--- src/rtl/core/hpt_pkg.sv ---
// Shared constants and types for the homogeneous point transform unit.
`default_nettype none

package hpt_pkg;

  localparam int FRAC_BITS   = 16;
  localparam int DATA_W      = 32;
  localparam int CFG_W       = 64;
  localparam int NUM_REGS    = 8;
  localparam int CFG_IDX_W   = 4;
  localparam int PROD_W      = 2 * DATA_W;
  localparam int SUM_W       = PROD_W + 2;
  localparam int MAG_W       = SUM_W - 1;
  localparam int REM_W       = MAG_W + 1;
  localparam int NUM_W       = MAG_W + FRAC_BITS;
  localparam int CMP_W       = MAG_W + DATA_W;
  localparam int Q_W         = DATA_W;
  localparam int DIV_BITS    = 2;
  localparam int DIV_STAGES  = Q_W / DIV_BITS;
  localparam int NUM_LANES   = 3;

  localparam logic [CFG_W-1:0] ONE_LO = CFG_W'(1) << FRAC_BITS;
  localparam logic [CFG_W-1:0] ONE_HI = CFG_W'(1) << (DATA_W + FRAC_BITS);

  localparam logic [DATA_W-1:0] SAT_POS = {1'b0, {(DATA_W-1){1'b1}}};
  localparam logic [DATA_W-1:0] SAT_NEG = {1'b1, {(DATA_W-1){1'b0}}};

  localparam logic FUNC_POINT  = 1'b0;
  localparam logic FUNC_VECTOR = 1'b1;

  typedef logic signed [DATA_W-1:0] coord_t;
  typedef logic signed [SUM_W-1:0]  sum_t;

  typedef struct packed {
    logic [MAG_W-1:0] rem;
    logic [Q_W-1:0]   nlo;
    logic [Q_W-1:0]   q;
    logic             neg;
    logic             big;
  } lane_t;

  typedef struct packed {
    logic             point;
    logic             inf;
    logic [MAG_W-1:0] den;
    coord_t           dx;
    coord_t           dy;
    coord_t           dz;
    logic             dovf;
  } ctx_t;

  function automatic logic [CFG_W-1:0] mat_reset(input logic [CFG_IDX_W-1:0] idx);
    logic [CFG_W-1:0] v;
    v = '0;
    case (idx)
      CFG_IDX_W'(0): v = ONE_LO;
      CFG_IDX_W'(2): v = ONE_HI;
      CFG_IDX_W'(5): v = ONE_LO;
      CFG_IDX_W'(7): v = ONE_HI;
      default:       v = '0;
    endcase
    return v;
  endfunction

endpackage

`default_nettype wire

--- src/rtl/core/hpt_div_step.sv ---
// DIV_BITS restoring division steps on one lane: quotient bits come out MSB first.
`default_nettype none

module hpt_div_step (
  input  wire hpt_pkg::lane_t                lin,
  input  wire logic [hpt_pkg::MAG_W-1:0]     den,
  output hpt_pkg::lane_t                     lout
);
  import hpt_pkg::*;

  lane_t            l;
  logic [REM_W-1:0] trial;
  logic             ge;

  always_comb begin
    l = lin;
    trial = '0;
    ge = 1'b0;
    for (int i = 0; i < DIV_BITS; i++) begin
      trial = {l.rem, l.nlo[Q_W-1]};
      ge    = trial >= {1'b0, den};
      l.rem = ge ? MAG_W'(trial - {1'b0, den}) : trial[MAG_W-1:0];
      l.nlo = {l.nlo[Q_W-2:0], 1'b0};
      l.q   = {l.q[Q_W-2:0], ge};
    end
    lout = l;
  end

endmodule

`default_nettype wire

--- config.mk ---
export PLATFORM = sky130hd
export DESIGN_NAME = hpt_div_step
export DESIGN_NICKNAME = d
export VERILOG_FILES = /design/src/rtl/core/hpt_pkg.sv /design/src/rtl/core/hpt_div_step.sv
export SDC_FILE = /design/constraint.sdc
export NUM_CORES = 1
export LEC_CHECK = 0
export BUFFER_PORTS_ARGS = -buffer_cell sky130_fd_sc_hd__buf_4
export CAP_MARGIN = 40
export CORE_UTILIZATION = 30
export DETAILED_ROUTE_END_ITERATION = 7
export GPL_TIMING_DRIVEN = 1
export MAX_ROUTING_LAYER = met4
export RECOVER_POWER = 100
export SETUP_SLACK_MARGIN = 0.3
export SKIP_LAST_GASP = 1
export SYNTH_ARGS = -nofsm -noshare
export SYNTH_HDL_FRONTEND = slang
export SYNTH_SLANG_ARGS = --single-unit
--- constraint.sdc ---
create_clock -name vclk -period 25.3
set_clock_uncertainty 0.2 [all_clocks]
set_input_delay 5.06 -clock vclk [all_inputs]
set_output_delay 5.06 -clock vclk [all_outputs]
set_load 0.02 [all_outputs]
==> metrics.csv <==
stage,metric,value,unit
routing,DR vias/cell,5.446,
routing,post-DR wirelength/cell,17.67,um
routing,drt drc,0,
layout,design area,11080,um^2
setup_path,Worst path top cell family by delay,compound AO/OA/AOI/OAI gates,
power_and_ir_drop,Net Sw Power,406.0,uW
setup_path,Crit Path Category,input port to output port,
setup_path,crit path max-delay cell type,clkbuf_1,
layout,# fillers,3767,
setup_path,"slowest stage delay, CP",1.64,ns
layout,FFs & Latches,0,
flow_run,Max Cap Violations,2,
clocking,setup bufs post-CTS,0,
layout,Register Area,0,um^2
layout,most frequent cells in the layout,"a21oi_1, buf_4, nor2_1",
layout,area of the multi-input gates,8722,um^2
die,Die Wd,184.8,um
clocking,Hold Buf Count CTS,0,
die,Ports,327,
synth,synthesized cell area,10020,um^2
placement,Final GP Congestion,0.9592,
run_status,status,"finished, violations left",
setup_path,CP required,20.04,ns
run_status,violated checks,"max-capacitance violations, max-slew violations",
power_and_ir_drop,Comb pwr share,100.0,%
setup_path,WP data arrival,16.37,ns
die,# rows,66,
timing,RSZ-0062 raised after global routing,false,
timing,fin crit period,21.63,ns
global_routing,GR Overflow Total,0,
timing,setup TNS,0,ns
setup_path,WP buf/inv,7,
timing,Final setup viols,0,
timing,final hold violations,0,
timing,period utilization,85.50,%
layout,synth-to-layout area growth,10.57,%
routing,Final ANT Viol Nets,0,
synth,Yosys cell types,75,
power_and_ir_drop,Max IR drop VDD,0.02934,mV
global_routing,vias in the first global route,10430,
timing,Slew HR,-46.84,%
die,Initial Utilization,30.66,%
placement,PortBufs,199,
global_routing,antenna violations before repair,0,
power_and_ir_drop,P per Cell Area,60.66,nW/um^2
power_and_ir_drop,clock network fraction of design power,0,%
die,core area,32700,um^2
global_routing,All-Layer GR Usage,20.54,%
synth,Mapped Avg Cell Area,6.643,um^2
power_and_ir_drop,Pint,266.4,uW
routing,vias post-DR,11010,
timing,f_max,46.23,MHz
global_routing,pin count of the biggest net entering global routing,52,
setup_path,CP Capture Type,output port,
timing,final slew viol count,71,
timing,slew at the pin with the worst max-slew slack,2.203,ns
layout,layout clock buffer count,0,
power_and_ir_drop,Pleak,5.048,nW
global_routing,first-pass GRT wire length,54660,um
routing,drt pass-1 iters,5,
setup_path,Worst Setup Start Kind,input port,
die,area of the die,34150,um^2
power_and_ir_drop,Reg power frac,0,%
min_path,Hold Crit Start,lin[10],
synth,Syn Inst Count,1509,
synth,Synth Warn #,0,
min_path,HP Class,input port to output port,
die,DIE HEIGHT,184.8,um
layout,"leading cell type in the layout, fill and taps excluded",a21oi_1,
setup_path,crit path max fanout,51,
clocking,cts repair resizes,0,
layout,ratio of cells with drive above 1 in the final layout,12.98,%
placement,"Cell Area, Placed",11330,um^2
routing,routed wire length,35710,um
synth,sequential share of the synthesized area,0,%
layout,fin nets,1909,
routing,Detailed Route Iter0 Violations,559,
power_and_ir_drop,Sw Share,60.38,%
layout,Antenna Diode Count,0,
placement,DP HPWL,30910,um
setup_path,Worst Setup SP,lin[65],
[power groups by stage]
| stage | Combinational [mW] | Clock, mW | Sequential, mW |
|---|---|---|---|
| 2_1_floorplan | 0.515 | 0 | 0 |
| 3_3_place_gp | 0.715 | 0 | 0 |
| 3_5_place_dp | 0.717 | 0 | 0 |
| 4_1_cts | 0.721 | 0 | 0 |
| 5_1_grt | 0.730 | 0 | 0 |
| 6_report | 0.672 | 0 | 0 |
[final cells by class]
| cell class | count | share of cell area (%) |
|---|---|---|
| multi-input cells | 1270 | 78.69 |
| repair buffers | 204 | 12.77 |
| well taps | 442 | 4.989 |
| inverters | 105 | 3.556 |
[synth_stat cells (28+ instances only)]
master    count  area share [%]
a21oi_1     197             9.8
clkbuf_1     52             1.9
a21o_1       52             3.9
nand4_1      37             2.3
mux2_4       31             4.6
buf_4        65             4.9
xnor2_1      75             6.6
nor2_1      147             5.5
nand3_1      28             1.4
inv_1       105             3.9
o21ai_0      77             3.8
nand2_1     134             5.0
ha_1        130              16
xor2_1       48             4.2
[metrics by stage]
step                utilization (%)  hold WS [ns]  total power, mW  std cells  setup slack, ns
floorplan                         -         10.03           0.5155       1510            9.065
global placement              34.65         9.920           0.7150       2020            5.978
detailed placement            34.66         9.920           0.7173       2021            5.902
CTS                           34.66         9.920           0.7213       2021            5.884
global route                  33.90         9.920           0.7303       2021            3.035
finish                        33.90         9.920           0.6723       2021            3.670
[kinds of logic (layout without fill, tap and decap cells)]
group | count (synthesis) | after routing | synth area share, %
AO/OA/AOI/OAI | 486 | 486 | 30.37
buffers and inverters | 240 | 309 | 11.93
AND/OR/NAND/NOR | 452 | 452 | 20.74
other | 1 | 2 | 0.03741
multiplexers | 75 | 75 | 9.548
XOR/XNOR | 123 | 123 | 10.75
adder cells (fa/ha/maj) | 132 | 132 | 16.63
[per-layer routing]
layer  wire [um]  share of wire (%)  global-route usage [%]  up-vias
li1            -                  -                       -     5493
met2       16630                 47                   34.77      374
met5           0                  0                       -        -
met1       16380                 46                   27.25     5108
met4         578                1.6                   3.041        0
met3        2123                5.9                   1.219       32
[path summary, 6_finish.rpt]
| kind | endpoint | slack, ns | depth (start not counted) |
|---|---|---|---|
| worst min-delay path | lout[12] | 9.92 | 0 |
| worst max-delay path | lout[89] | 3.67 | 30 |
No activity file was read; power rests on OpenSTA's default activity.
